**config.mk**
```make
export PLATFORM = sky130hd
export DESIGN_NAME = rowf_ctrl
export DESIGN_NICKNAME = d
export VERILOG_FILES = /design/src/rtl/rowf_pkg.sv /design/src/rtl/rowf_ctrl.sv
export SDC_FILE = /design/constraint.sdc
export NUM_CORES = 1
export LEC_CHECK = 0
export BUFFER_PORTS_ARGS = -buffer_cell sky130_fd_sc_hd__buf_4
export CAP_MARGIN = 20
export CORE_MARGIN = 1.5
export CORE_UTILIZATION = 65
export CTS_BUF_LIST = sky130_fd_sc_hd__clkbuf_8 sky130_fd_sc_hd__clkbuf_16
export CTS_CLUSTER_DIAMETER = 30
export CTS_CLUSTER_SIZE = 10
export DETAILED_ROUTE_END_ITERATION = 16
export HOLD_SLACK_MARGIN = 0.06
export PLACE_DENSITY = 0.81
export SETUP_SLACK_MARGIN = 0.15
export SYNTH_ARGS = -nofsm -noshare
export SYNTH_HDL_FRONTEND = slang
export SYNTH_SLANG_ARGS = --single-unit
```
**constraint.sdc**
```tcl
create_clock -name clk -period 14.9 [get_ports clk]
set_input_delay 2.98 -clock clk [delete_from_list [all_inputs] [get_ports clk]]
set_output_delay 2.98 -clock clk [all_outputs]
set_load 0.05 [all_outputs]
```
**src/rtl/rowf_pkg.sv**
```systemverilog
// Shared types and constants for the rank-order window filter.
// Holds field widths, register and rank codes, and the beat structs.
// Has no dependencies; every other file in rtl/ refers to it by scoped name.
package rowf_pkg;

	localparam int PIX_W        = 8;
	localparam int WIDTH_CFG_W  = 11;
	localparam int HEIGHT_CFG_W = 13;
	localparam int RANK_W       = 2;
	localparam int CFG_INDEX_W  = 2;
	localparam int CFG_DATA_W   = 13;

	// Configuration register indexes.
	localparam logic [CFG_INDEX_W-1:0] REG_IMAGE_WIDTH  = 2'd0;
	localparam logic [CFG_INDEX_W-1:0] REG_IMAGE_HEIGHT = 2'd1;
	localparam logic [CFG_INDEX_W-1:0] REG_RANK_SELECT  = 2'd2;

	// Rank codes; any other code selects the median.
	localparam logic [RANK_W-1:0] RANK_MIN    = 2'd0;
	localparam logic [RANK_W-1:0] RANK_MAX    = 2'd1;
	localparam logic [RANK_W-1:0] RANK_MEDIAN = 2'd2;

	localparam int WIDTH_RESET_VAL  = 640;
	localparam int HEIGHT_RESET_VAL = 480;
	localparam logic [WIDTH_CFG_W-1:0]  WIDTH_RESET  = 11'd640;
	localparam logic [HEIGHT_CFG_W-1:0] HEIGHT_RESET = 13'd480;
	localparam logic [RANK_W-1:0]       RANK_RESET   = RANK_MEDIAN;

	// Output queue sizing.
	localparam int OUT_DEPTH = 8;
	localparam int OUT_PTR_W = $clog2(OUT_DEPTH);
	localparam int OUT_CNT_W = $clog2(OUT_DEPTH + 1);

	// What an item carries down the pipeline besides its pixels.
	typedef struct packed {
		logic produce;  // the item completes a result
		logic full;     // the result window lies fully inside the frame
		logic last;     // the result is the final one of the frame
	} item_flags_t;

	typedef struct packed {
		logic             last;
		logic [PIX_W-1:0] pixel;
	} out_beat_t;

endpackage

```
**src/rtl/rowf_ctrl.sv**
```systemverilog
// Configuration registers and frame position counters of the window filter.
// Decides per beat whether it is stored, whether it yields a result and of which kind.
// Depends on rowf_pkg.
module rowf_ctrl #(
	parameter int WINDOW    = 3,
	parameter int MAX_WIDTH = 1024
) (
	input  logic                                  clk,
	input  logic                                  arst_n,
	input  logic                                  cfg_valid,
	input  logic [rowf_pkg::CFG_INDEX_W-1:0]      cfg_index,
	input  logic [rowf_pkg::CFG_DATA_W-1:0]       cfg_data,
	input  logic                                  accept,
	input  logic                                  padding,
	output logic                                  item_en,
	output logic                                  store_wr,
	output logic [$clog2(MAX_WIDTH)-1:0]          col,
	output logic [$clog2(WINDOW)-1:0]             slot,
	output rowf_pkg::item_flags_t                 flags,
	output logic [rowf_pkg::RANK_W-1:0]           rank_sel
);

	localparam int RADIUS = (WINDOW - 1) / 2;
	localparam int CW     = $clog2(MAX_WIDTH);
	localparam int WW     = $clog2(MAX_WIDTH + 1);
	localparam int HW     = rowf_pkg::HEIGHT_CFG_W;
	localparam int QW     = WW + HW;
	localparam int PW     = QW + 1;
	localparam int SW     = $clog2(WINDOW);
	localparam int CLW    = ((WW > rowf_pkg::WIDTH_CFG_W) ? WW : rowf_pkg::WIDTH_CFG_W) + 1;

	logic [rowf_pkg::WIDTH_CFG_W-1:0]  width_q;
	logic [rowf_pkg::HEIGHT_CFG_W-1:0] height_q;
	logic [rowf_pkg::RANK_W-1:0]       rank_q;
	logic [WW-1:0]                     weff;
	logic [HW-1:0]                     heff;
	logic [QW-1:0]                     total;
	logic [PW-1:0]                     lag;
	logic [PW-1:0]                     pos_q;
	logic [QW-1:0]                     oidx_q;
	logic [CW-1:0]                     col_q;
	logic [CW-1:0]                     ocol_q;
	logic [HW-1:0]                     orow_q;
	logic [SW-1:0]                     slot_q;
	logic                              in_frame;
	logic                              proc;
	logic                              produce;
	logic                              last;
	logic                              full;
	logic                              col_wrap;
	logic                              ocol_wrap;

	always_ff @(posedge clk or negedge arst_n) begin
		if (!arst_n) begin
			width_q  <= rowf_pkg::WIDTH_RESET;
			height_q <= rowf_pkg::HEIGHT_RESET;
			rank_q   <= rowf_pkg::RANK_RESET;
		end else if (cfg_valid) begin
			case (cfg_index)
				rowf_pkg::REG_IMAGE_WIDTH:  width_q  <= cfg_data[rowf_pkg::WIDTH_CFG_W-1:0];
				rowf_pkg::REG_IMAGE_HEIGHT: height_q <= cfg_data[rowf_pkg::HEIGHT_CFG_W-1:0];
				rowf_pkg::REG_RANK_SELECT:  rank_q   <= cfg_data[rowf_pkg::RANK_W-1:0];
				default: ;
			endcase
		end
	end

	// Sizes clamped to what the hardware supports.
	always_comb begin
		if (width_q == '0) begin
			weff = WW'(1);
		end else if (CLW'(width_q) > CLW'(MAX_WIDTH)) begin
			weff = WW'(MAX_WIDTH);
		end else begin
			weff = WW'(width_q);
		end
		heff = (height_q == '0) ? HW'(1) : height_q;
	end

	// Frame size and output lag follow the registers directly, so a beat taken
	// right after a register write already sees the new sizes.
	always_comb begin
		total = QW'(weff) * QW'(heff);
		lag   = PW'(weff) * PW'(RADIUS) + PW'(RADIUS);
	end

	always_comb begin
		in_frame  = pos_q < PW'(total);
		proc      = !(in_frame && padding);
		produce   = proc && (pos_q >= lag);
		last      = (PW'(oidx_q) + PW'(1)) >= PW'(total);
		col_wrap  = (WW'(col_q) + WW'(1)) >= weff;
		ocol_wrap = (WW'(ocol_q) + WW'(1)) >= weff;
		full      = (orow_q >= HW'(RADIUS)) && (ocol_q >= CW'(RADIUS))
		         && ((HW+1)'(orow_q) + (HW+1)'(RADIUS) < (HW+1)'(heff))
		         && ((WW+1)'(ocol_q) + (WW+1)'(RADIUS) < (WW+1)'(weff));
	end

	always_ff @(posedge clk or negedge arst_n) begin
		if (!arst_n) begin
			pos_q  <= '0;
			oidx_q <= '0;
			col_q  <= '0;
			ocol_q <= '0;
			orow_q <= '0;
			slot_q <= '0;
		end else if (item_en) begin
			if (produce && last) begin
				pos_q  <= '0;
				oidx_q <= '0;
				col_q  <= '0;
				ocol_q <= '0;
				orow_q <= '0;
				slot_q <= '0;
			end else begin
				pos_q <= pos_q + PW'(1);
				if (col_wrap) begin
					col_q  <= '0;
					slot_q <= (slot_q == SW'(WINDOW - 1)) ? '0 : slot_q + SW'(1);
				end else begin
					col_q <= col_q + CW'(1);
				end
				if (produce) begin
					oidx_q <= oidx_q + QW'(1);
					if (ocol_wrap) begin
						ocol_q <= '0;
						orow_q <= orow_q + HW'(1);
					end else begin
						ocol_q <= ocol_q + CW'(1);
					end
				end
			end
		end
	end

	assign item_en       = accept && proc;
	assign store_wr      = in_frame;
	assign col           = col_q;
	assign slot          = slot_q;
	assign flags.produce = produce;
	assign flags.full    = full;
	assign flags.last    = last;
	assign rank_sel      = rank_q;

endmodule

```
==> out/qor.txt <==
fin nets: 1749
Hold Buf Count CTS: 0
Initial DRC Count: 1004
chip width: 144 um
clk sinks: 110
Worst R2R Setup Slack: 4.82 ns
first-pass GRT wire length: 54500 um
Yosys cell types: 78
worst hold path class: flop to flop
Boundary Pins: 39
Synth Warn #: 0
# setup viols final: 0
Avg Cell Area, Syn: 8.75 sq um
core area: 19500 sq um
worst setup path start: width_q[10]$_DFFE_PN0P_
most frequent CP cell: fa_1
fin. max-slew vios: 0
Fin. Hold Viols: 0
routed via count: 10900
full die area: 20800 sq um
startpoint types: flop
status: finished, final reports clean
Root Driver: clkbuf_16
DR DRC count: 0
Chip Height: 144 um
Worst EP required: 11.92 ns
total of max-cap violations: 0
total CTS buffers: 9
IO Port Bufs: 38
cell area after synthesis: 13000 sq um
setup bufs post-CTS: 0
Crit path largest cell delay: 0.81 ns
dpl hpwl: 25800 um
total gr overflow: 0
clk_skew: 0.0137 ns
TritonCTS clock tree: yes
DR WL/cell: 19.3 um
worst-case clock buffer depth: 2
GRT Resource Usage Total: 0.340
share of layout cells above drive strength 1: 0.0787
hold path startpoint: rank_sel[0]$_DFFE_PN0P_
sequential area share after synthesis: 0.213
setup TNS: 0 ns
vias in the first global route: 10800
final setup margin: 1.95 ns
CTS resizes: 0
period utilisation layout: 0.869
initial core utilization: 0.663
Non-Filler Cell Area, Final: 13600 sq um
Antenna Nets Post-Route: 0
Worst-path clk slew: 0.08 ns
Rows: 51
CP max-delay cell: o21ai_4
post-synth net total: 1761
initial antenna violation count: 0
Post-synth EDFFs: 0
Worst setup EP type: primary output
H-tree levels: 3
R2R Path Start: width_q[10]$_DFFE_PN0P_
Min Clock Period, post-route: 12.95 ns
Arrival @ worst endpoint: 9.97 ns
P&R area growth vs syn: 5.08%
uppermost layer routed: met4
Worst-Skew Late Latency: 0.38 ns
Setup WS pre-CTS: 2.59 ns
Post-synth ARST share: 1.00
synthesis-stage register bit count: 110
Metal-1 WL: 14000 um
Inst Count DP: 1723
CP Max Fanout: 37
Main synth FF type: dfrtp_1
cells after synthesis: 1481
largest net degree at the start of global routing: 66
Routed WL: 33500 um
met2 wire length: 15200 um
Vias/cell: 6.28
DR pass1 iterations: 7
RSZ-0062 raised after global routing: false
Worst Tran Pin Value: 1.10 ns
DR WL met3: 2960 um
achievable frequency: 77.2 MHz
WS Path Type: flop to primary output
Non-Filler Instances: 1740
Placed Instance Area: 13300 sq um
relative slew slack: 0.263
routability cong.: 0.962
[per-stage QoR]
step	util	hold slack (ns)
after global placement	0.682	0.492
after floorplan	-	0.480
after detailed placement	0.682	0.497
after global routing	0.697	0.542
final	0.697	0.510
after CTS	0.697	0.515
[per-layer routing]
metal / up-vias / global-route usage
met4: 0 / 0.148
met5: - / 0
met3: 119 / 0.0868
met1: 5271 / 0.453
met2: 520 / 0.525
li1: 5011 / -
[worst paths after layout]
| check | end | cells past startpoint |
|---|---|---|
| min reg2reg | rank_sel[0]$_DFFE_PN0P_ | 1 |
| max reg2reg | orow_q[0]$_DFFE_PN0P_ | 31 |
| max in group asynchronous | ocol_q[2]$_DFFE_PN0P_ | 2 |
| min | rank_sel[0]$_DFFE_PN0P_ | 1 |
| min in group asynchronous | height_q[11]$_DFFE_PN0P_ | 1 |
| max | item_en | 30 |
[flip-flops by register name (all words and copies together), names as in the netlist]
name      flops
col          10
height_q     13
ocol_q       10
oidx_q       24
orow_q       13
pos_q        25
rank_sel      2
slot          2
width_q      11
[critical path: cells and delay by family (launching register included)]
family                     cells  cell delay [ns]
and+or+nand+nor                6             1.44
DFF                            1             0.57
AOI/OAI and AO/OA              9             2.76
xor gates and xnor gates       1             0.34
buffers and inverters          7             1.39
adders and majority gates      7             3.07
[placed cells by master (no fill, tap or decap), drive strengths merged, types with 15 or more instances in the layout]
master    n
a21o     25
a21oi    50
a22o     26
and3     29
buf      43
dfrtp   103
fa       98
ha      162
inv     177
mux2     29
nand2   175
nand3    46
nand4    22
nor2    121
nor2b    22
nor3     18
nor4     18
o211ai   15
o21ai    55
xnor2    52
xor2     37
[kinds of logic (layout without fill, tap and decap cells)]
logic type                 after synthesis  in the layout  share of synthesized area
and+or+nand+nor                        492            492                      0.178
DFF                                    110            110                      0.213
buffers and inverters                  246            239                     0.0756
muxes                                   29             29                     0.0252
xor gates and xnor gates                89             89                     0.0602
AOI/OAI and AO/OA                      252            252                      0.138
other                                    1              2                   0.000289
adders and majority gates              262            262                      0.310
[cell usage after synthesis, drive strengths merged (24+ instances only)]
library cell	n	area share
inv	175	0.051
fa	98	0.15
xnor2	52	0.035
o21ai	55	0.022
clkbuf	42	0.012
nand2	175	0.051
dfrtp	103	0.20
ha	162	0.16
a22o	26	0.018
xor2	37	0.025
mux2	29	0.025
a21oi	50	0.020
a21o	25	0.014
nand3	46	0.018
nor2	121	0.035
and3	29	0.014
buf	24	0.011
[cell type report]
class	count	area (sq um)
Tap cell	265	332
Inverter	180	676
Multi-Input combinational cell	1125	9220
Timing Repair Buffer	43	323
Sequential cell	110	2760
Clock buffer	10	239
Clock inverter	6	63.8
Fill cell	1573	5910
Antenna cell	1	2.50
Power is not shown: default switching activity piles up to over one toggle a cycle in this logic, so the estimate is an artifact.
