--- config.mk ---
export PLATFORM = sky130hd
export DESIGN_NAME = rowf_rank
export DESIGN_NICKNAME = d
export VERILOG_FILES = /design/src/rtl/rowf_pkg.sv /design/src/rtl/rowf_rank.sv
export SDC_FILE = /design/constraint.sdc
export NUM_CORES = 1
export LEC_CHECK = 0
export ABC_AREA = 1
export BUFFER_PORTS_ARGS = -buffer_cell sky130_fd_sc_hd__buf_2
export CORE_AREA = 4 4 200 222
export CTS_CLUSTER_DIAMETER = 50
export DETAILED_ROUTE_END_ITERATION = 8
export DIE_AREA = 0 0 204 226
export PLACE_DENSITY_LB_ADDON = 0.15
export SETUP_SLACK_MARGIN = 0.3
export SYNTH_ARGS = -nofsm -noshare
export SYNTH_HDL_FRONTEND = slang
export SYNTH_SLANG_ARGS = --single-unit
--- constraint.sdc ---
create_clock -name clk -period 6.5 [get_ports clk]
set_clock_uncertainty 0.2 [all_clocks]
set_input_delay 0.65 -clock clk [delete_from_list [all_inputs] [get_ports clk]]
set_output_delay 0.65 -clock clk [all_outputs]
set_load 0.01 [all_outputs]
--- src/rtl/rowf_pkg.sv ---
// Shared types and constants for the rank-order window filter.
// Holds field widths, register and rank codes, and the beat structs.
// Has no dependencies; every other file in rtl/ refers to it by scoped name.
package rowf_pkg;

	localparam int PIX_W        = 8;
	localparam int WIDTH_CFG_W  = 11;
	localparam int HEIGHT_CFG_W = 13;
	localparam int RANK_W       = 2;
	localparam int CFG_INDEX_W  = 2;
	localparam int CFG_DATA_W   = 13;

	// Configuration register indexes.
	localparam logic [CFG_INDEX_W-1:0] REG_IMAGE_WIDTH  = 2'd0;
	localparam logic [CFG_INDEX_W-1:0] REG_IMAGE_HEIGHT = 2'd1;
	localparam logic [CFG_INDEX_W-1:0] REG_RANK_SELECT  = 2'd2;

	// Rank codes; any other code selects the median.
	localparam logic [RANK_W-1:0] RANK_MIN    = 2'd0;
	localparam logic [RANK_W-1:0] RANK_MAX    = 2'd1;
	localparam logic [RANK_W-1:0] RANK_MEDIAN = 2'd2;

	localparam int WIDTH_RESET_VAL  = 640;
	localparam int HEIGHT_RESET_VAL = 480;
	localparam logic [WIDTH_CFG_W-1:0]  WIDTH_RESET  = 11'd640;
	localparam logic [HEIGHT_CFG_W-1:0] HEIGHT_RESET = 13'd480;
	localparam logic [RANK_W-1:0]       RANK_RESET   = RANK_MEDIAN;

	// Output queue sizing.
	localparam int OUT_DEPTH = 8;
	localparam int OUT_PTR_W = $clog2(OUT_DEPTH);
	localparam int OUT_CNT_W = $clog2(OUT_DEPTH + 1);

	// What an item carries down the pipeline besides its pixels.
	typedef struct packed {
		logic produce;  // the item completes a result
		logic full;     // the result window lies fully inside the frame
		logic last;     // the result is the final one of the frame
	} item_flags_t;

	typedef struct packed {
		logic             last;
		logic [PIX_W-1:0] pixel;
	} out_beat_t;

endpackage

--- src/rtl/rowf_rank.sv ---
// Window registers and rank selection of the window filter.
// Ranks every window value in one stage, picks the requested rank in the next.
// Depends on rowf_pkg.
module rowf_rank #(
	parameter int WINDOW = 3
) (
	input  logic                                    clk,
	input  logic                                    arst_n,
	input  logic                                    valid_s1,
	input  rowf_pkg::item_flags_t                   flags_s1,
	input  logic [WINDOW-1:0][rowf_pkg::PIX_W-1:0]  column,
	input  logic [rowf_pkg::RANK_W-1:0]             rank_sel,
	output logic                                    push,
	output rowf_pkg::out_beat_t                     push_beat
);

	localparam int RADIUS = (WINDOW - 1) / 2;
	localparam int N      = WINDOW * WINDOW;
	localparam int RKW    = $clog2(N);

	logic [WINDOW-1:0][WINDOW-1:0][rowf_pkg::PIX_W-1:0] win_q;
	logic                                  valid_s2;
	rowf_pkg::item_flags_t                 flags_s2;
	logic [N-1:0][rowf_pkg::PIX_W-1:0]     vals;
	logic [N-1:0][RKW-1:0]                 ranks;
	logic [RKW-1:0]                        target;
	logic                                  valid_s3;
	rowf_pkg::item_flags_t                 flags_s3;
	logic [N-1:0][rowf_pkg::PIX_W-1:0]     val_s3;
	logic [N-1:0][RKW-1:0]                 rank_s3;
	logic [RKW-1:0]                        target_s3;
	logic [rowf_pkg::PIX_W-1:0]            center_s3;
	logic [rowf_pkg::PIX_W-1:0]            sel;

	// The window slides one column per processed beat; the newest column sits last.
	always_ff @(posedge clk) begin
		if (valid_s1) begin
			for (int c = 0; c < WINDOW - 1; c++) begin
				win_q[c] <= win_q[c+1];
			end
			win_q[WINDOW-1] <= column;
			flags_s2        <= flags_s1;
		end
	end

	always_comb begin
		for (int a = 0; a < WINDOW; a++) begin
			for (int b = 0; b < WINDOW; b++) begin
				vals[a*WINDOW+b] = win_q[a][b];
			end
		end
	end

	// Rank of a value: count of smaller values, ties broken by position, so
	// every rank from zero to N-1 is held by exactly one entry.
	always_comb begin
		logic [RKW-1:0] cnt;
		cnt = '0;
		for (int i = 0; i < N; i++) begin
			cnt = '0;
			for (int j = 0; j < N; j++) begin
				if ((vals[j] < vals[i]) || ((j < i) && (vals[j] == vals[i]))) begin
					cnt = cnt + RKW'(1);
				end
			end
			ranks[i] = cnt;
		end
	end

	always_comb begin
		case (rank_sel)
			rowf_pkg::RANK_MIN: target = '0;
			rowf_pkg::RANK_MAX: target = RKW'(N - 1);
			default:            target = RKW'((N - 1) / 2);
		endcase
	end

	always_ff @(posedge clk) begin
		if (valid_s2) begin
			val_s3    <= vals;
			rank_s3   <= ranks;
			target_s3 <= target;
			center_s3 <= win_q[RADIUS][RADIUS];
			flags_s3  <= flags_s2;
		end
	end

	always_ff @(posedge clk or negedge arst_n) begin
		if (!arst_n) begin
			valid_s2 <= 1'b0;
			valid_s3 <= 1'b0;
		end else begin
			valid_s2 <= valid_s1;
			valid_s3 <= valid_s2;
		end
	end

	always_comb begin
		sel = '0;
		for (int i = 0; i < N; i++) begin
			if (rank_s3[i] == target_s3) begin
				sel = sel | val_s3[i];
			end
		end
	end

	assign push            = valid_s3 && flags_s3.produce;
	assign push_beat.pixel = flags_s3.full ? sel : center_s3;
	assign push_beat.last  = flags_s3.last;

endmodule

==> results of run 1 <==
==> flip-flops by register name, indices dropped and copies added (netlist names) <==
register,flops
push_beat,1
flags_s3,2
val_s3,72
flags_s2,3
valid_s3,1
valid_s2,1
target_s3,2
rank_s3,36
vals,72
==> routing by layer <==
layer | routed length (um) | vias up
met5 | 0 | -
met4 | 2440 | 0
met3 | 2900 | 111
met2 | 28400 | 445
met1 | 25200 | 7710
li1 | - | 8252
==> kinds of logic (layout without fill, tap and decap cells) <==
logic type,Yosys count,count (layout)
AOI/OAI and AO/OA,251,251
xor gates and xnor gates,29,29
adders and majority gates,362,362
buffers and inverters,344,438
DFF,190,190
and+or+nand+nor,1213,1213
==> what timing repair did <==
item                                    CTS  global route
endpoints found under the setup margin    0             1
hold buffers                              1             0
hold endpoints to repair                  2             0
gates resized for setup                   0             1
==> how the worst min path moves through the flow <==
stage                        endpoint  slack (ns)   startpoint
after global routing         vals[68]        0.13   column[20]
after global placement    flags_s3[2]        0.21  flags_s2[2]
after floorplan              valid_s2        0.15       arst_n
after detailed placement  flags_s3[1]        0.21  flags_s2[1]
after CTS                    vals[60]        0.13   column[12]
final                        vals[60]        0.14   column[12]
==> final cells by class <==
| class | instances | area share [%] |
|---|---|---|
| Clock buffer | 17 | 2.08 |
| Clock inverter | 15 | 0.903 |
| Inverter | 327 | 5.99 |
| Multi-Input combinational cell | 1855 | 57.4 |
| Sequential cell | 190 | 27.8 |
| Tap cell | 567 | 3.46 |
| Timing Repair Buffer | 79 | 2.42 |
==> power by group <==
group | switching [W] | leakage [nW] | internal, W
sequential | 0.000135 | 1.87 | 0.00158
clock | 0.000582 | 0.296 | 0.000524
combinational | 0.00196 | 8.34 | 0.00104
total | 0.00267 | 10.5 | 0.00314
==> synthesized netlist by cell type, drive strengths merged (4+ instances only) <==
cell type  number
nand3b         17
nand3         247
inv           323
nand4          54
o211ai         14
or2            17
a32o            8
clkinv          4
o21ai          67
edfxtp        188
a21oi         117
xnor2          10
a21o            9
buf            15
xor2           19
nor4            4
a211oi          7
ha            362
nor2          118
nand2         753
==> cells in the final DEF, fill, tap and decap left out, types with 4 or more instances in the layout <==
cell type,synthesis,final
o21ai_0,55,55
or2_2,12,12
nand3_1,233,233
o211ai_1,13,13
nand3b_1,17,17
o21ai_1,11,11
xnor2_1,10,10
inv_1,311,311
a211oi_1,7,6
a32o_1,8,8
clkinv_1,4,4
xor2_1,19,19
or2_1,5,5
inv_6,0,4
nand2_4,10,10
nand2_1,699,699
buf_2,7,40
nor2_1,112,112
edfxtp_1,188,188
nor2_2,5,5
ha_1,362,362
inv_2,12,12
a21oi_1,117,117
clkinv_8,0,6
buf_4,5,38
nand4_1,48,48
nand4_2,4,4
a21o_1,9,9
nand3_2,14,14
nand2_2,43,43
clkbuf_16,0,17
==> critical path: cells and delay by family (launching register included) <==
family	cells	cell delay [ns]
AOI/OAI and AO/OA	8	0.97
xor gates and xnor gates	1	0.11
adders and majority gates	6	1.81
buffers and inverters	6	0.62
DFF	1	0.64
and+or+nand+nor	7	1.03
==> stage by stage <==
stage	utilization [%]	hold slack, ns	setup slack (ns)
after CTS	48.8	0.125	0.776
after global routing	48.8	0.134	0.451
after floorplan	-	0.154	1.43
after global placement	47.3	0.208	0.882
final	48.8	0.145	0.845
after detailed placement	47.3	0.210	0.800
==> impl_results.md, run 1 <==
* R2R Setup Slk at 0.84 ns
* Die Y at 226 um
* Async SR Flop Fraction at 1.05%
* CP startpoint: vals[11]
* First-pass GRT wire length at 89100 um
* Status: completed
* Worst R2R End: rank_s3[1]
* CP Data Required Time at 6.50 ns
* GRT overflow at 0
* Slew @ Worst Pin at 1.14 ns
* Met2 usage at 44.6%
* Lkg Pwr at 10.5 nW
* Area of the multi-input gates at 11800 um2
* Worst R2R Path Depth at 28
* Register area at 5700 um2
* Period utilization at between 80% and 90%
* Met3 GRT Util at 2.99%
* RSZ-0062 raised after global routing: false
* Sink Count at 190
* Antenna violations before repair at 1
* Crit Path Max Fanout at 9
* Clock buffer count from CTS at 17
* Core area at 42000 um2
* Share of the synthesized area in the top cell type at between 30 and 40%
* Starting Density at 44.6%
* Row count at 79
* Synthesized instance count at 2389
* Worst IR Drop VDD at between 0.2 and 0.25 mV
* DR WL/cell at 19.3 um
* Syn Nets at 2783
* Hold Path Cell Cnt at 1
* Largest cells by area after synthesis: edfxtp_1 (30%), ha_1 (24%), nand2_1 (14%)
* Post-synth top flop: edfxtp_1
* Final Cell Area at 20500 um2
* Mux share of post-synthesis cell area at 0%
* Routed Antenna Nets at 0
* Drt first pass iters at 7
* H-Tree Depth at 4
* Max-Cap Viols at 0
* GRT busiest layer: met2
* Distinct cells, synth at between 50 and 60
* Root Driver: clkbuf_16
* Fillcell total at 4109
* PortBufs at 41
* Largest net degree at the start of global routing at 77
* # IOs at 42
* Nets at 2864
* Share of post-route cells with drive strength above 1 at under 10%
* Post-Synth Simple-Gate Area at just under 30%
* Final TNS setup at 0 ns
* Pins over their slew limit at 0
* Synth Warn # at 0
* Grt met1 use at 32.3%
* Crit-path max cell delay at about 0.64 ns
* Post-synthesis adder-cell area fraction at 24.2%
* Min-Delay Path Class: input pin to flop
* Non-filler cells, final at 3050
* CP endpoint kind: flop
* Die Span X at 204 um
* Final WL at 58900 um
* Total GRT Usage at between 20% and 30%
* CP Launch Type: flop
* Post-synth EDFFs at 188
* Post-Place Cells at between 3000 and 4000
* CTS tree: yes
* Largest family of logic cells by synthesized area: simple AND/OR/NAND/NOR gates
* CP endpoint: rank_s3[1]
* HPWL Detailed at 47900 um
* Register area share after synthesis at 30.4%
* Yosys top cell by area: edfxtp_1
* Avg Cell Area, Syn at 7.85 um2
* DRC viols at 0
* Vias in the first global route at 15700
* Slew headroom at 24.2%
* Synth Area in XOR/XNOR at between 1 and 1.5%
* Final hold violations at 0
* Clk Latency, worst-skew pair at 0.48 ns
* CP dominant cell by count: ha_1
* Via count at 16500
* Synth Register Bits at 190
* Initial DRC count at between 1000 and 1500
* Post-CTS Setup Bufs at 0
* Clk slew on worst S/H paths at 0.08 ns
* Post-synthesis compound-gate area fraction at 7.82%
* Routability cong. at 0.957
* Pwr/cell area at about 280 nW/um2
* Vias/cell at around 5.4
* Final setup vio count at 0
* Post-place instance area at 19900 um2
* WP data arrival at 5.65 ns
* Die area at 46100 um2
* Area Overhead vs Synth at 9.35%
* RR Startpoint: vals[11]
* Worst path slowest cell: edfxtp_1
* Worst setup path category: flop to flop
* Fmax at 177 MHz
* Total power at between 0.005 and 0.006 W
* Clock Path Buffers at 2
* Post-layout min period at 5.66 ns
* Synth Cell Area at 18700 um2
* ANT cells at 0
No activity file was read; power rests on OpenSTA's default activity.
==> run 2: changes to the inputs <==
--- a/config.mk
+++ b/config.mk
@@ -12,6 +12,7 @@
 export DETAILED_ROUTE_END_ITERATION = 8
 export DIE_AREA = 0 0 204 226
 export PLACE_DENSITY_LB_ADDON = 0.15
+export REMOVE_ABC_BUFFERS = 1
 export SETUP_SLACK_MARGIN = 0.3
 export SYNTH_ARGS = -nofsm -noshare
 export SYNTH_HDL_FRONTEND = slang
==> run 2 against run 1 <==
  * Via count shrank 0.54%
  * Routed wire length shrank 1.1%
  * Die area is the same
  * Worst setup slack lost 0.20 ns
  * Highest routed layer unchanged
  * Register-to-register slack lost 0.20 ns
  * Sequential cell count is the same
  * Global-route usage shrank 0.24 points
  * Core utilization is essentially flat
  * Largest power group unchanged
  * Critical path depth shrank 4
==> impl_results.md, run 2 (synthesized netlist as in run 1, its figures left out) <==
* Status: completed
* Die Y at 226 um
* Area Overhead vs Synth at 9.32%
* HPWL Detailed at between 40000 and 50000 um
* Final setup vio count at 0
* Clock Path Buffers at 2
* Vias in the first global route at approximately 16000
* CP endpoint kind: flop
* Clk Latency, worst-skew pair at 0.48 ns
* Final WL at 58200 um
* Antenna violations before repair at 0
* Core area at 42000 um2
* Critical hold path startpoint: column[13]
* CTS tree: yes
* RR Startpoint: vals[19]
* CP Data Required Time at roughly 6.5 ns
* Final hold violations at 0
* Post-CTS sizing at 0
* Fillcell total at 4138
* Nets at 2865
* Worst setup path category: flop to flop
* Worst IR Drop VDD at 0.259 mV
* DR WL/cell at 19.1 um
* GRT overflow at 0
* PortBufs at 41
* First-pass GRT wire length at 88800 um
* Sink Count at 190
* Initial DRC count at ~1200
* Worst R2R Path Depth at 24
* Max-Cap Viols at 0
* Area of the multi-input gates at ~12000 um2
* DRC viols at 0
* Slew @ Worst Pin at 1.11 ns
* Most frequent cells in the layout: nand2_1 (699), ha_1 (362), inv_1 (311)
* Clk slew on worst S/H paths at 0.09 ns
* Crit Path Max Fanout at 8
* Routability cong. at 0.926
* Combinational share of power at 51.9%
* Die Span X at 204 um
* CP startpoint: vals[19]
* Hold Path Cell Cnt at 1
* Via count at 16400
* Hold worst-path end: vals[61]
* Psw at about 0.0027 W
* Min-Delay Path Class: input pin to flop
* ANT cells at 0
* Starting Density at 44.6%
* Pwr/cell area at between 200 and 300 nW/um2
* Worst R2R End: rank_s3[1]
* Total power at 0.00581 W
* CP Launch Type: flop
* # IOs at 42
* H-Tree Depth at 4
* Drt first pass iters at 8
* Pins over their slew limit at 0
* Fmax at 171 MHz
* Slew headroom at 26.0%
* RSZ-0062 raised after global routing: false
* Die area at 46100 um2
* Register area at 5700 um2
* Int Power at 0.00314 W
* Post-layout min period at 5.86 ns
* Period utilization at 90.1%
* Share of post-route cells with drive strength above 1 at 8.98%
* Net Sw Frac at 45.9%
* Row count at 79
* Most common cell after layout, fill and taps aside: nand2_1
* R2R Setup Slk at 0.64 ns
* Clock buffer count from CTS at 17
* Routed Antenna Nets at 0
* Final TNS setup at 0 ns
* Seq pwr share at 29.5%
* Clock Power Share at a little under a fifth
* WP data arrival at 5.88 ns
* Vias/cell at around 5.4
* Root Driver: clkbuf_16
* Lkg Pwr at 10.5 nW
* Total GRT Usage at 25.3%
* Largest net degree at the start of global routing at 78
[run 2: cell count changes in the layout (fill, tap and decap cells not counted)]
cell      delta
a32oi_1      +1
a32oi_2      -1
buf_4        +1
clkinv_1     +1
clkinv_8     -1
inv_12       -1
inv_8        +1
o41ai_2      -1
o41ai_4      +1
[run 2: metal layers]
metal	wire [um]	part of all wire, %	vias to the layer above	GRT usage [%]
li1	-	-	8267	-
met1	25600	44	7674	32.4
met2	28100	48	403	44.0
met3	2410	4.1	85	2.69
met4	2150	3.7	0	9.66
met5	0	0	-	0
[run 2: power by group through the flow]
stage	combinational, W	sequential, W	clock, W
after floorplan	0.00220	0.00170	0
after global placement	0.00291	0.00174	0
after detailed placement	0.00300	0.00175	0
after CTS	0.00301	0.00172	0.00110
after global routing	0.00347	0.00173	0.00115
final	0.00301	0.00172	0.00108
[run 2: timing repair]
action / in CTS / in global routing
setup buffers: 0 / 0
endpoints found under the hold margin: 2 / 0
hold buffers: 1 / 0
[run 2: how the worst max path moves through the flow]
stage            endpoint  slack [ns]  cells after the start
2_1_floorplan  rank_s3[1]        1.43                     24
3_3_place_gp   rank_s3[1]        0.86                     24
3_5_place_dp   rank_s3[1]        0.76                     24
4_1_cts        rank_s3[1]        0.77                     24
5_1_grt        rank_s3[1]        0.32                     24
6_report       rank_s3[1]        0.64                     24
[run 2: cell type report]
class / count / area share [%]
multi-input cells: 1855 / 57.4
flip-flops and latches: 190 / 27.8
inverters: 327 / 5.99
well taps: 567 / 3.46
repair buffers: 80 / 2.45
clock buffers: 17 / 2.08
clock inverters: 15 / 0.818
[run 2: critical path, cell delays in order (launching register included)]
cell and delay (ns):
edfxtp_1 0.54, inv_1 0.11, ha_1 0.31, nand2_1 0.07, o21ai_0 0.28, nand2_1 0.08, a32oi_1 0.54, inv_1 0.21
ha_1 0.25, o21ai_0 0.26, ha_1 0.28, nand2_1 0.12, o21ai_0 0.14, ha_1 0.30, or2_2 0.32, nand2_1 0.09
xnor2_1 0.11, o21ai_0 0.11, ha_1 0.32, or2_2 0.29, o21ai_0 0.11, inv_1 0.12, ha_1 0.30, nand2_1 0.06
o21ai_0 0.07
[run 2: metrics by stage]
step                      std cells  utilization (%)  area (um2)  worst slack [ns]  hold slack, ns
after floorplan                2372                -       18600              1.43           0.154
after CTS                      3051             48.8       20500             0.765           0.117
final                          3051             48.8       20500             0.642           0.136
after detailed placement       3018             47.3       19900             0.763           0.208
after global placement         3018             47.3       19900             0.859           0.205
after global routing           3051             48.8       20500             0.316           0.122
