File: src/rtl/rowf_pkg.sv
// Shared types and constants for the rank-order window filter.
// Holds field widths, register and rank codes, and the beat structs.
// Has no dependencies; every other file in rtl/ refers to it by scoped name.
package rowf_pkg;

	localparam int PIX_W        = 8;
	localparam int WIDTH_CFG_W  = 11;
	localparam int HEIGHT_CFG_W = 13;
	localparam int RANK_W       = 2;
	localparam int CFG_INDEX_W  = 2;
	localparam int CFG_DATA_W   = 13;

	// Configuration register indexes.
	localparam logic [CFG_INDEX_W-1:0] REG_IMAGE_WIDTH  = 2'd0;
	localparam logic [CFG_INDEX_W-1:0] REG_IMAGE_HEIGHT = 2'd1;
	localparam logic [CFG_INDEX_W-1:0] REG_RANK_SELECT  = 2'd2;

	// Rank codes; any other code selects the median.
	localparam logic [RANK_W-1:0] RANK_MIN    = 2'd0;
	localparam logic [RANK_W-1:0] RANK_MAX    = 2'd1;
	localparam logic [RANK_W-1:0] RANK_MEDIAN = 2'd2;

	localparam int WIDTH_RESET_VAL  = 640;
	localparam int HEIGHT_RESET_VAL = 480;
	localparam logic [WIDTH_CFG_W-1:0]  WIDTH_RESET  = 11'd640;
	localparam logic [HEIGHT_CFG_W-1:0] HEIGHT_RESET = 13'd480;
	localparam logic [RANK_W-1:0]       RANK_RESET   = RANK_MEDIAN;

	// Output queue sizing.
	localparam int OUT_DEPTH = 8;
	localparam int OUT_PTR_W = $clog2(OUT_DEPTH);
	localparam int OUT_CNT_W = $clog2(OUT_DEPTH + 1);

	// What an item carries down the pipeline besides its pixels.
	typedef struct packed {
		logic produce;  // the item completes a result
		logic full;     // the result window lies fully inside the frame
		logic last;     // the result is the final one of the frame
	} item_flags_t;

	typedef struct packed {
		logic             last;
		logic [PIX_W-1:0] pixel;
	} out_beat_t;

endpackage

File: src/rtl/rowf_out_fifo.sv
// Small result queue that decouples the filter pipeline from the output stream.
// Depth comes from rowf_pkg; the caller keeps it from overflowing.
// Depends on rowf_pkg.
module rowf_out_fifo (
	input  logic                        clk,
	input  logic                        arst_n,
	input  logic                        push,
	input  rowf_pkg::out_beat_t         push_beat,
	output logic                        tvalid,
	input  logic                        tready,
	output logic [rowf_pkg::PIX_W-1:0]  tdata,
	output logic                        tlast
);

	rowf_pkg::out_beat_t                 mem_q [rowf_pkg::OUT_DEPTH];
	logic [rowf_pkg::OUT_PTR_W-1:0]      wptr_q;
	logic [rowf_pkg::OUT_PTR_W-1:0]      rptr_q;
	logic [rowf_pkg::OUT_CNT_W-1:0]      count_q;
	logic                                pop;

	assign pop = tvalid && tready;

	always_ff @(posedge clk) begin
		if (push) begin
			mem_q[wptr_q] <= push_beat;
		end
	end

	always_ff @(posedge clk or negedge arst_n) begin
		if (!arst_n) begin
			wptr_q  <= '0;
			rptr_q  <= '0;
			count_q <= '0;
		end else begin
			if (push) begin
				wptr_q <= (wptr_q == rowf_pkg::OUT_PTR_W'(rowf_pkg::OUT_DEPTH - 1))
				        ? '0 : wptr_q + rowf_pkg::OUT_PTR_W'(1);
			end
			if (pop) begin
				rptr_q <= (rptr_q == rowf_pkg::OUT_PTR_W'(rowf_pkg::OUT_DEPTH - 1))
				        ? '0 : rptr_q + rowf_pkg::OUT_PTR_W'(1);
			end
			if (push && !pop) begin
				count_q <= count_q + rowf_pkg::OUT_CNT_W'(1);
			end else if (pop && !push) begin
				count_q <= count_q - rowf_pkg::OUT_CNT_W'(1);
			end
		end
	end

	assign tvalid = count_q != '0;
	assign tdata  = mem_q[rptr_q].pixel;
	assign tlast  = mem_q[rptr_q].last;

endmodule

File: config.mk
export PLATFORM = sky130hd
export DESIGN_NAME = rowf_out_fifo
export DESIGN_NICKNAME = d
export VERILOG_FILES = /design/src/rtl/rowf_pkg.sv /design/src/rtl/rowf_out_fifo.sv
export SDC_FILE = /design/constraint.sdc
export NUM_CORES = 1
export LEC_CHECK = 0
export BUFFER_PORTS_ARGS = -buffer_cell sky130_fd_sc_hd__clkbuf_2
export CAP_MARGIN = 30
export CORE_MARGIN = 2
export CORE_UTILIZATION = 40
export DETAILED_ROUTE_END_ITERATION = 6
export GPL_ROUTABILITY_DRIVEN = 0
export GPL_TIMING_DRIVEN = 0
export PLACE_DENSITY = 0.66
export SLEW_MARGIN = 20
export SYNTH_ARGS = -nofsm -noshare
export SYNTH_HDL_FRONTEND = slang
export SYNTH_SLANG_ARGS = --single-unit
File: constraint.sdc
create_clock -name clk -period 3.2 [get_ports clk]
set_input_delay 0.32 -clock clk [delete_from_list [all_inputs] [get_ports clk]]
set_output_delay 0.32 -clock clk [all_outputs]
set_load 0.01 [all_outputs]
==> results of run 1 <==
==> sequential cells by signal (all words and copies together), names as in the netlist <==
name     cells
count_q      4
wptr_q       3
rptr_q       3
mem_q       72
==> Yosys cell counts, types with 2 or more instances <==
library cell / n
a21oi_1: 2
buf_2: 2
buf_6: 2
dfrtp_1: 10
edfxtp_1: 72
ha_1: 7
inv_1: 2
mux2_2: 13
mux4_1: 17
nand2_1: 6
nand2b_1: 3
nand3_1: 2
nand3b_1: 2
nor2_1: 7
nor3_1: 4
o211ai_1: 2
o21ai_0: 3
or4_1: 2
xnor2_1: 2
==> metrics by stage <==
stage / instance area, sq um / util, % / cells / worst slack, ns
floorplan: 3430 / - / 169 / 0.747
global placement: 3670 / 44.5 / 296 / 0.521
detailed placement: 3730 / 45.1 / 302 / 0.517
CTS: 3930 / 47.6 / 318 / 0.500
global route: 3940 / 47.7 / 319 / 0.335
finish: 3940 / 47.7 / 319 / 0.522
==> where the power goes <==
group	switching, W	internal, W
Sequential	0.000118	0.00137
Combinational	0.000552	0.000564
Clock	0.000356	0.000358
==> repair_timing <==
item / CTS / global route
resized for setup: 0 / 0
hold buffers: 1 / 0
endpoints found under the hold margin: 10 / 0
==> routing by layer <==
metal  wire, microns  global-route usage, %  up-vias  share of wire [%]
met3             173                   2.53        8                2.9
met2            2900                   21.8       33                 49
met5               0                      0        -                  0
met1            2770                   17.9      873                 47
met4             106                   6.18        0                1.8
li1                -                      -      785                  -
==> worst max-delay path, cell delays in order, from the launching register on <==
cell      delay, ns
dfrtp_1        0.48
o41ai_4        0.54
ha_1           0.33
inv_1          0.13
ha_1           0.36
or4_1          0.52
o211ai_1       0.11
o211ai_1       0.10
==> final timing paths <==
path                                to  slack (ns)
min                        mem_q[2][0]        0.24
min in group asynchronous    wptr_q[2]        0.38
max in group asynchronous   count_q[1]        2.60
max reg2reg                 count_q[3]        0.52
max                         count_q[3]        0.52
min reg2reg                  wptr_q[2]        0.57
==> logic make-up (layout without fill, tap and decap cells) <==
family          Yosys count  after routing
xor+xnor                  2              2
flops                    82             82
compound gates           10             10
buf+inv                   8             53
fa+ha+maj                 8              8
mux                      32             32
simple gates             27             27
==> cell type report <==
| cell class | instances | area, sq um |
|---|---|---|
| tap | 105 | 131 |
| timing repair buffer | 30 | 173 |
| inverter | 2 | 7.51 |
| multi-input combinational | 79 | 981 |
| clock inverter | 6 | 68.8 |
| clock buffer | 9 | 124 |
| buffer | 6 | 40.0 |
| fill | 699 | 4320 |
| sequential | 82 | 2410 |
==> implementation parameters, run 1 <==
Parameter                              Value

Outcome
  Status    complete, no violations

Yosys
  Most area-hungry cell type in the Yosys netlist    edfxtp_1
  Predominant post-synthesis flop cell    edfxtp_1
  Leading cell types by total area after synthesis    edfxtp_1 63%, mux4_1 13%, dfrtp_1 7.3%
  Proportion of register bits with asynchronous set or reset after synthesis    12.2%
  Average footprint of a synthesized cell    20.3 sq um
  Mux cell area share after synthesis    18.2%
  Post-synthesis simple-gate area fraction    3.90%
  Main combinational cell family by area after synthesis    multiplexers
  Area share of fa/ha/maj cells after synthesis    3.14%
  Area of the mapped netlist    3430 sq um
  Synth Area in XOR/XNOR    0.511%
  Count of state elements after synthesis    82
  Synthesized netlist net count    190
  Ys Warns    0
  Count of flip-flops with a built-in enable after synthesis    72
  Number of unique standard cell types used by synthesis    28
  Sequential area share after synthesis    70.3%
  Syn Inst Count    169
  Share of the synthesized area in the top cell type    63.0%
  Synth Area in Compound Gates    2.52%

Clock network
  Post CTS Setup Buffer Count    0
  Clock transition at path regs    0.08 ns
  CTS buffer count    9
  CTS tree    yes
  Clock insertion delay at the later pin of the skew report    0.34 ns
  Number of H-tree levels    3
  Maximum count of clock buffers along a single path    2
  TritonCTS Sinks    82
  Clock Root Buffer    clkbuf_8

Power and ir drop
  Pwr Total    0.00331 W
  Leakage power figure    1.41 nW
  Worst ir drop on vdd    309 uV
  Power Dens Cells    842 nW/um^2

GRT
  Antenna violations before repair    0
  Via count of the first global-routing pass    1738
  Pin count of the biggest net entering global routing    15
  Total congestion overflow after global routing    0
  First-pass GRT wire length    9540 microns
  GR Util All Layers    13.5%

Setup path
  Critical Path Fanout Max    6
  FF-to-FF Start    count_q[0]
  Worst Path Arrival    2.90 ns
  Critical Path Start    count_q[0]
  Critical path class    flop to flop
  Critical path required time    3.42 ns
  Category of the worst setup path launch point    flop
  Cell count of the worst reg-to-reg path    7
  Crit path capture type    flop

Worst hold path
  Hold crit path type    input pin to flop
  Startpoint of the lowest-slack hold path    push_beat[0]
  Worst hold path depth    1

Timing
  Final setup violating endpoints    0
  Max frequency    373 MHz
  Share of the clock period used by the worst path after layout    83.7%
  Post-layout min period    2.68 ns
  Final count of pins violating max slew    0
  Total negative setup slack    0 ns
  Final hold slack    0.242 ns
  Remaining max-slew budget at the tightest pin    39.6%
  RSZ-0062 raised after global routing    no
  Worst Max-Slew Pin Slew    0.903 ns
  Final hold violation count    0
  Final clock skew    0.00537 ns

Detailed routing
  Count of antenna-violating nets left after detailed routing    0
  Number of detailed-routing iterations run before antenna repair    4
  Post-detailed-route DRC marker count    0
  1st-iter DRT viols    57
  Ratio of routed vias to standard cells    5.33
  DRT Wirelength    5950 microns
  Wire length per cell after detailed routing    18.7 microns
  Vias    1699

Layout
  Leading cell types in the layout, fill and taps excluded    72 x edfxtp_1, 22 x clkbuf_2, 17 x mux4_1, 13 x mux2_2, 10 x dfrtp_1
  Count of antenna diodes in the layout    0
  Most frequent standard cell in the layout excluding fill and tap cells    edfxtp_1
  Post-layout net count    231
  Synthesis-to-layout area growth    14.8%
  Ratio of cells with drive above 1 in the final layout    30.4%

Floorplan
  Number of top-level pins    23
  Starting utilization of the core area    41.5%
  Placeable Area    8260 sq um
  Site row count    33
  Die area    9330 sq um
  Width of the die    96.6 microns
  Die Y    96.6 microns

Run
  Max-cap check violation count    0

Place
  Buffers added on ports    22
  HPWL after detailed placement    3930 microns
Power figures use the tool's default switching activity.
==> run 2, diff against run 1 <==
- ABC_AREA: unset -> 1
- clock period: 3.2 -> 2.8 ns (I/O delays scaled with it)
==> run 2 against run 1 <==
Worst setup slack gained 0.14 ns. Die area is 2.3% higher. Non-clock buffer count rose by 3. Hold slack got worse by 0.032 ns. Sequential share of layout area down 1.5 points. Power up 25%. Fmax rose by 25%. Flip-flop and latch count stayed put. Global-route usage rose by 3.1 points. Highest routed layer unchanged. Register-to-register slack better by 0.14 ns.
==> implementation parameters, run 2 <==
Parameter                              Value

Outcome
  Status    complete, no violations (unchanged)

GRT
  Antenna violations before repair    0 (unchanged)
  GR Util All Layers    16.6% (was 13.5%)
  Via count of the first global-routing pass    2223 (was 1738)
  Pin count of the biggest net entering global routing    14 (was 15)
  Total congestion overflow after global routing    0 (unchanged)
  First-pass GRT wire length    11600 microns (was 9540 microns)

Yosys
  Share of the synthesized area in the top cell type    61.5% (was 63.0%)
  Number of unique standard cell types used by synthesis    19 (was 28)
  Count of flip-flops with a built-in enable after synthesis    72 (unchanged)
  Area of the mapped netlist    3510 sq um (was 3430 sq um)
  Predominant post-synthesis flop cell    edfxtp_1 (unchanged)
  Leading cell types by total area after synthesis    edfxtp_1 62%, nand2_1 14%, dfrtp_1 7.1% (was edfxtp_1 63%, mux4_1 13%, dfrtp_1 7.3%)
  Most frequent cell after synthesis    nand2_1 (was edfxtp_1)
  Main combinational cell family by area after synthesis    simple AND/OR/NAND/NOR gates (was multiplexers)
  Sequential area share after synthesis    68.7% (was 70.3%)
  Ys Warns    0 (unchanged)
  Average footprint of a synthesized cell    10.9 sq um (was 20.3 sq um)
  Mux cell area share after synthesis    0% (was 18.2%)
  Syn Inst Count    321 (was 169)
  Post-synthesis simple-gate area fraction    17.5% (was 3.90%)
  Count of state elements after synthesis    82 (unchanged)
  Synthesized netlist net count    342 (was 190)
  List of most frequent post-synthesis cells    127 x nand2_1, 72 x edfxtp_1, 30 x nor2_1 (was 72 x edfxtp_1, 17 x mux4_1, 13 x mux2_2)
  Proportion of register bits with asynchronous set or reset after synthesis    12.2% (unchanged)
  Most area-hungry cell type in the Yosys netlist    edfxtp_1 (unchanged)
  Synth Area in XOR/XNOR    0.499% (was 0.511%)
  Area share of fa/ha/maj cells after synthesis    3.06% (was 3.14%)
  Synth Area in Compound Gates    6.27% (was 2.52%)

Setup path
  Cell count of the worst reg-to-reg path    11 (was 7)
  Category of the worst setup path launch point    flop (unchanged)
  Critical path required time    3.05 ns (was 3.42 ns)
  Critical Path Fanout Max    7 (was 6)
  Critical path class    flop to flop (unchanged)
  Setup slack, reg-to-reg    0.66 ns (was 0.52 ns)
  FF-to-FF Start    count_q[0] (unchanged)
  Crit path capture type    flop (unchanged)
  Worst Path Arrival    2.38 ns (was 2.90 ns)
  End of the worst register-to-register path    count_q[3] (unchanged)
  Critical Path Start    count_q[0] (unchanged)

Clock network
  Clock Root Buffer    clkbuf_8 (unchanged)
  CTS buffer count    9 (unchanged)
  Clock insertion delay at the later pin of the skew report    0.35 ns (was 0.34 ns)
  CTS tree    yes (unchanged)
  TritonCTS Sinks    82 (unchanged)
  Maximum count of clock buffers along a single path    2 (unchanged)
  Number of H-tree levels    3 (unchanged)
  Resize count post-CTS    0 (unchanged)
  Clock transition at path regs    0.08 ns (about the same)

Worst hold path
  Startpoint of the lowest-slack hold path    push_beat[8] (was push_beat[0])
  Hold crit path type    input pin to flop (unchanged)
  Worst hold path endpoint    mem_q[2][8] (was mem_q[2][0])
  Worst hold path depth    1 (unchanged)

Layout
  Count of antenna diodes in the layout    0 (unchanged)
  Cell area after layout    4040 sq um (was 3940 sq um)
  Regs by FF count    mem_q x72, count_q x4 (unchanged)
  Post-layout net count    381 (was 231)
  Synthesis-to-layout area growth    15.0% (was 14.8%)
  Most frequent standard cell in the layout excluding fill and tap cells    nand2_1 (was edfxtp_1)
  Leading cell types in the layout, fill and taps excluded    127 x nand2_1, 72 x edfxtp_1, 30 x nor2_1, 29 x o21ai_0, 22 x clkbuf_2 (was 72 x edfxtp_1, 22 x clkbuf_2, 17 x mux4_1, 13 x mux2_2, 10 x dfrtp_1)
  Number of flip-flops under the largest register name    72 (unchanged)
  Ratio of cells with drive above 1 in the final layout    14.8% (was 30.4%)
  Count of fill cells added during filler insertion    790 (was 699)
  Largest register by flop count    mem_q (unchanged)

Timing
  Post-layout min period    2.14 ns (was 2.68 ns)
  Final count of pins violating max slew    0 (unchanged)
  Final hold violation count    0 (unchanged)
  Total negative setup slack    0 ns (unchanged)
  Worst Max-Slew Pin Slew    0.923 ns (was 0.903 ns)
  Share of the clock period used by the worst path after layout    76.3% (was 83.7%)
  Max frequency    468 MHz (was 373 MHz)
  Final clock skew    0.00463 ns (was 0.00537 ns)
  Final setup violating endpoints    0 (unchanged)
  RSZ-0062 raised after global routing    no (unchanged)
  Remaining max-slew budget at the tightest pin    38.3% (was 39.6%)

Power and ir drop
  Switching power    0.00149 W (was 0.00103 W)
  Sequential share of power    39.0% (was 44.8%)
  P_int    0.00266 W (was 0.00229 W)
  Pwr Total    0.00415 W (was 0.00331 W)
  Leakage power figure    1.63 nW (was 1.41 nW)
  Worst ir drop on vdd    553 uV (was 309 uV)
  Power Dens Cells    1030 nW/um^2 (was 842 nW/um^2)
  Switching share of power    36.0% (was 31.0%)
  Comb power frac    37.4% (was 33.7%)
  Share of power burned in the clock network    23.6% (was 21.5%)

Floorplan
  Starting utilization of the core area    40.7% (was 41.5%)
  Number of top-level pins    23 (unchanged)
  Die Y    97.7 microns (was 96.6 microns)
  Width of the die    97.7 microns (was 96.6 microns)
  Placeable Area    8640 sq um (was 8260 sq um)
  Site row count    34 (was 33)
  Die area    9550 sq um (was 9330 sq um)

Detailed routing
  Vias    2343 (was 1699)
  Count of antenna-violating nets left after detailed routing    0 (unchanged)
  DRT Wirelength    7350 microns (was 5950 microns)
  Wire length per cell after detailed routing    15.5 microns (was 18.7 microns)
  Ratio of routed vias to standard cells    4.95 (was 5.33)
  Post-detailed-route DRC marker count    0 (unchanged)
  Number of detailed-routing iterations run before antenna repair    5 (was 4)
  1st-iter DRT viols    116 (was 57)

Run
  Max-cap check violation count    0 (unchanged)

Place
  HPWL after detailed placement    4880 microns (was 3930 microns)
  Area after DPL    3770 sq um (was 3730 sq um)
  Buffers added on ports    22 (unchanged)
==> run 2: cell types whose count changed after synthesis, sizes merged, moves of 3 or more <==
cell and delta:
mux4 -18, o21ai +39, mux2 -13, nand2b -3, nand2 +121, buf +6
inv +9, nor3 -4, nor2 +23
==> run 2: metal layers <==
layer / part of all wire [%] / vias to the layer above / global-route usage [%]
met5: 0 / - / 0
met4: 1.4 / 0 / 6.41
met3: 7.4 / 11 / 6.62
met2: 47 / 82 / 25.4
met1: 44 / 1091 / 21.5
li1: - / 1159 / -
==> run 2: logic make-up (layout without fill, tap and decap cells) <==
group	after synthesis	in the layout
AND/OR/NAND/NOR	162	162
flip-flops	82	82
AO/OA/AOI/OAI	44	44
buffers and inverters	23	67
adder cells (fa/ha/maj)	8	8
XOR/XNOR	2	2
==> run 2: area by class of cell <==
class / instances / area (sq um) / share of cell area, %
Buffer: 11 / 87.6 / 2.17
Clock buffer: 10 / 128 / 3.16
Clock inverter: 6 / 105 / 2.60
Inverter: 12 / 52.6 / 1.30
Multi-Input combinational cell: 216 / 961 / 23.8
Sequential cell: 82 / 2410 / 59.7
Tap cell: 108 / 135 / 3.35
Timing Repair Buffer: 28 / 158 / 3.90
==> run 2: per-stage QoR <==
| stage | util (%) | hold slack, ns | setup WS, ns | instances |
|---|---|---|---|---|
| final | 46.8 | 0.210 | 0.664 | 473 |
| after global routing | 46.8 | 0.188 | 0.490 | 473 |
| after CTS | 46.5 | 0.195 | 0.648 | 470 |
| after detailed placement | 43.7 | 0.159 | 0.662 | 453 |
| after global placement | 43.5 | 0.160 | 0.721 | 451 |
| after floorplan | - | -0.0156 | 0.815 | 321 |
==> run 2: worst max path at each step <==
stage / endpoint / depth (start not counted) / slack [ns]
floorplan: count_q[3] / 11 / 0.82
global placement: count_q[3] / 11 / 0.72
finish: count_q[3] / 11 / 0.66
global route: count_q[3] / 11 / 0.49
CTS: count_q[3] / 11 / 0.65
detailed placement: count_q[3] / 11 / 0.66
==> run 2: power groups by stage <==
stage	registers (W)	logic, W	clock network [W]
2_1_floorplan	0.00162	0.00105	0
3_3_place_gp	0.00164	0.00150	0
3_5_place_dp	0.00165	0.00154	0
4_1_cts	0.00162	0.00155	0.000998
5_1_grt	0.00164	0.00175	0.00105
6_report	0.00162	0.00155	0.000980
==> run 2: critical path, stage by stage (launching register included) <==
cell	delay [ns]
dfrtp_1	0.45
nor2_1	0.13
nand2_1	0.07
nand2_1	0.19
ha_1	0.21
inv_1	0.09
ha_1	0.34
or2_2	0.31
nand2_1	0.07
nand2_1	0.04
nand3_1	0.07
nand2_1	0.05
==> run 2: what timing repair did <==
| action | in CTS | in global routing |
|---|---|---|
| hold buffers | 1 | 0 |
| buffers inserted | 0 | 0 |
| hold endpoints to repair | 10 | 0 |
==> run 3, diff against run 2 <==
- clock period: 2.8 -> 2.2 ns (I/O delays scaled with it)
==> run 3 against run 2 <==
Critical path type is now flop to output pin. Die area did not move. Global-route usage did not move. Cell area rose by 0.40%. Wire length rose by 0.30%. Register-to-register slack got worse by 0.41 ns. Sequential share of layout area fell by 0.21 points. Count of clock-buffer cells in the layout did not move.
==> implementation parameters, run 3 (synthesized netlist as in run 2, its figures left out) <==
Parameter                              Value

Setup path
  Critical path class    flop to output pin (was flop to flop)
  Critical path required time    1.98 ns (was 3.05 ns)
  Category of the worst setup path launch point    flop (unchanged)
  Cell count of the worst reg-to-reg path    11 (unchanged)
  Worst Path Arrival    1.77 ns (was 2.38 ns)
  Setup slack, reg-to-reg    0.25 ns (was 0.66 ns)
  Critical Path Fanout Max    10 (was 7)
  Crit path capture type    output pin (was flop)

Layout
  Count of fill cells added during filler insertion    790 (unchanged)
  Regs by FF count    mem_q x72, count_q x4 (unchanged)
  Most frequent standard cell in the layout excluding fill and tap cells    nand2_1 (unchanged)
  Leading cell types in the layout, fill and taps excluded    126 x nand2_1, 72 x edfxtp_1, 30 x nor2_1, 29 x o21ai_0, 22 x clkbuf_2 (was 127 x nand2_1, 72 x edfxtp_1, 30 x nor2_1, 29 x o21ai_0, 22 x clkbuf_2)
  Synthesis-to-layout area growth    15.4% (was 15.0%)
  Post-layout net count    381 (unchanged)
  Ratio of cells with drive above 1 in the final layout    15.6% (was 14.8%)
  Number of flip-flops under the largest register name    72 (unchanged)
  Largest register by flop count    mem_q (unchanged)
  Count of antenna diodes in the layout    0 (unchanged)

Timing
  Final count of pins violating max slew    0 (unchanged)
  Worst Max-Slew Pin Slew    0.915 ns (was 0.923 ns)
  RSZ-0062 raised after global routing    no (unchanged)
  Final clock skew    0.00726 ns (was 0.00463 ns)
  Max frequency    503 MHz
  Final setup violating endpoints    0 (unchanged)
  Total negative setup slack    0 ns (unchanged)
  Final hold violation count    0 (unchanged)
  Post-layout min period    1.99 ns
  Remaining max-slew budget at the tightest pin    38.8% (was 38.3%)
  Share of the clock period used by the worst path after layout    90.3%

Clock network
  Clock insertion delay at the later pin of the skew report    0.35 ns (about the same)
  TritonCTS Sinks    82 (unchanged)
  Maximum count of clock buffers along a single path    2 (unchanged)
  Clock transition at path regs    0.08 ns (about the same)
  Number of H-tree levels    3 (unchanged)
  CTS buffer count    9 (unchanged)
  Post CTS Setup Buffer Count    0 (unchanged)
  CTS tree    yes (unchanged)
  Clock Root Buffer    clkbuf_8 (unchanged)

Detailed routing
  Number of detailed-routing iterations run before antenna repair    6 (was 5)
  Count of antenna-violating nets left after detailed routing    0 (unchanged)
  DRT Wirelength    7380 microns (was 7350 microns)
  Vias    2353 (was 2343)
  Ratio of routed vias to standard cells    4.97 (was 4.95)
  1st-iter DRT viols    124 (was 116)
  Post-detailed-route DRC marker count    0 (unchanged)
  Wire length per cell after detailed routing    15.6 microns (was 15.5 microns)

Floorplan
  Die Y    97.7 microns (unchanged)
  Placeable Area    8640 sq um (unchanged)
  Number of top-level pins    23 (unchanged)
  Site row count    34 (unchanged)
  Starting utilization of the core area    40.7% (unchanged)
  Width of the die    97.7 microns (unchanged)
  Die area    9550 sq um (unchanged)

GRT
  GR Util All Layers    16.6% (unchanged)
  Via count of the first global-routing pass    2223 (unchanged)
  Pin count of the biggest net entering global routing    14 (unchanged)
  Total congestion overflow after global routing    0 (unchanged)
  First-pass GRT wire length    11600 microns (unchanged)
  Antenna violations before repair    0 (unchanged)

Power and ir drop
  Worst ir drop on vdd    723 uV (was 553 uV)
  Pwr Total    0.00531 W (was 0.00415 W)
  Leakage power figure    1.63 nW (about the same)
  Power Dens Cells    1310 nW/um^2 (was 1030 nW/um^2)

Place
  Buffers added on ports    22 (unchanged)
  HPWL after detailed placement    4880 microns (unchanged)

Worst hold path
  Worst hold path depth    1 (unchanged)
  Hold crit path type    input pin to flop (unchanged)

Outcome
  Status    complete, no violations (unchanged)

Run
  Max-cap check violation count    0 (unchanged)
-- run 3: cell counts in the layout (fill, tap and decap cells not counted) --
No cell type changed its count.
-- run 3: stage by stage --
step           setup slack, ns  hold WS, ns  util [%]  cell area (sq um)  std cells
2_1_floorplan            0.215      -0.0756         -               3510        321
6_report                 0.214        0.151      47.0               4060        473
5_1_grt                 0.0852        0.128      47.0               4060        473
3_3_place_gp             0.121       0.0999      43.5               3760        451
4_1_cts                 0.0483        0.135      46.5               4020        470
3_5_place_dp            0.0619       0.0988      43.7               3770        453
-- run 3: what timing repair did --
item / 4_1_cts / 5_1_grt
hold endpoints to repair: 10 / 0
hold buffers: 1 / 0
endpoints found under the setup margin: 0 / 1
resized for setup: 0 / 3
-- run 3: area by class of cell --
| cell class | instances | area [sq um] | area share (%) |
|---|---|---|---|
| Clock inverter | 6 | 105 | 2.59 |
| Tap cell | 108 | 135 | 3.33 |
| Timing Repair Buffer | 28 | 158 | 3.89 |
| Buffer | 11 | 87.6 | 2.16 |
| Clock buffer | 10 | 128 | 3.15 |
| Sequential cell | 82 | 2410 | 59.5 |
| Inverter | 12 | 52.6 | 1.30 |
| Multi-Input combinational cell | 216 | 976 | 24.1 |
-- run 3: worst max-delay path, cell delays in order (launching register included) --
cell and delay [ns]:
dfrtp_1 0.41, inv_2 0.17, buf_2 0.27, o21ai_0 0.12, o21ai_1 0.13, nand2_1 0.06
nand2_1 0.11, clkbuf_2 0.14
-- run 3: metal layers --
| layer | vias to the layer above | part of all wire [%] | track usage (%) |
|---|---|---|---|
| met5 | - | 0 | 0 |
| met4 | 0 | 1.7 | 6.41 |
| met3 | 13 | 8.9 | 6.62 |
| met2 | 95 | 46 | 25.4 |
| met1 | 1088 | 43 | 21.5 |
| li1 | 1157 | - | - |
-- run 3: worst paths after layout --
path	from	endpoint
min in group asynchronous	arst_n	wptr_q[1]
hold / removal	push_beat[1]	mem_q[6][1]
hold reg to reg	count_q[0]	count_q[0]
setup reg to reg	count_q[0]	count_q[3]
max in group asynchronous	arst_n	count_q[0]
setup / recovery	rptr_q[1]	tlast
-- run 3: where the power goes --
part	leakage [nW]	internal [W]	switching [W]	total (W)
logic	0.746	0.000712	0.00128	0.00200
registers	0.773	0.00194	0.000123	0.00206
clock network	0.112	0.000746	0.000502	0.00125
total	1.63	0.00340	0.00191	0.00531
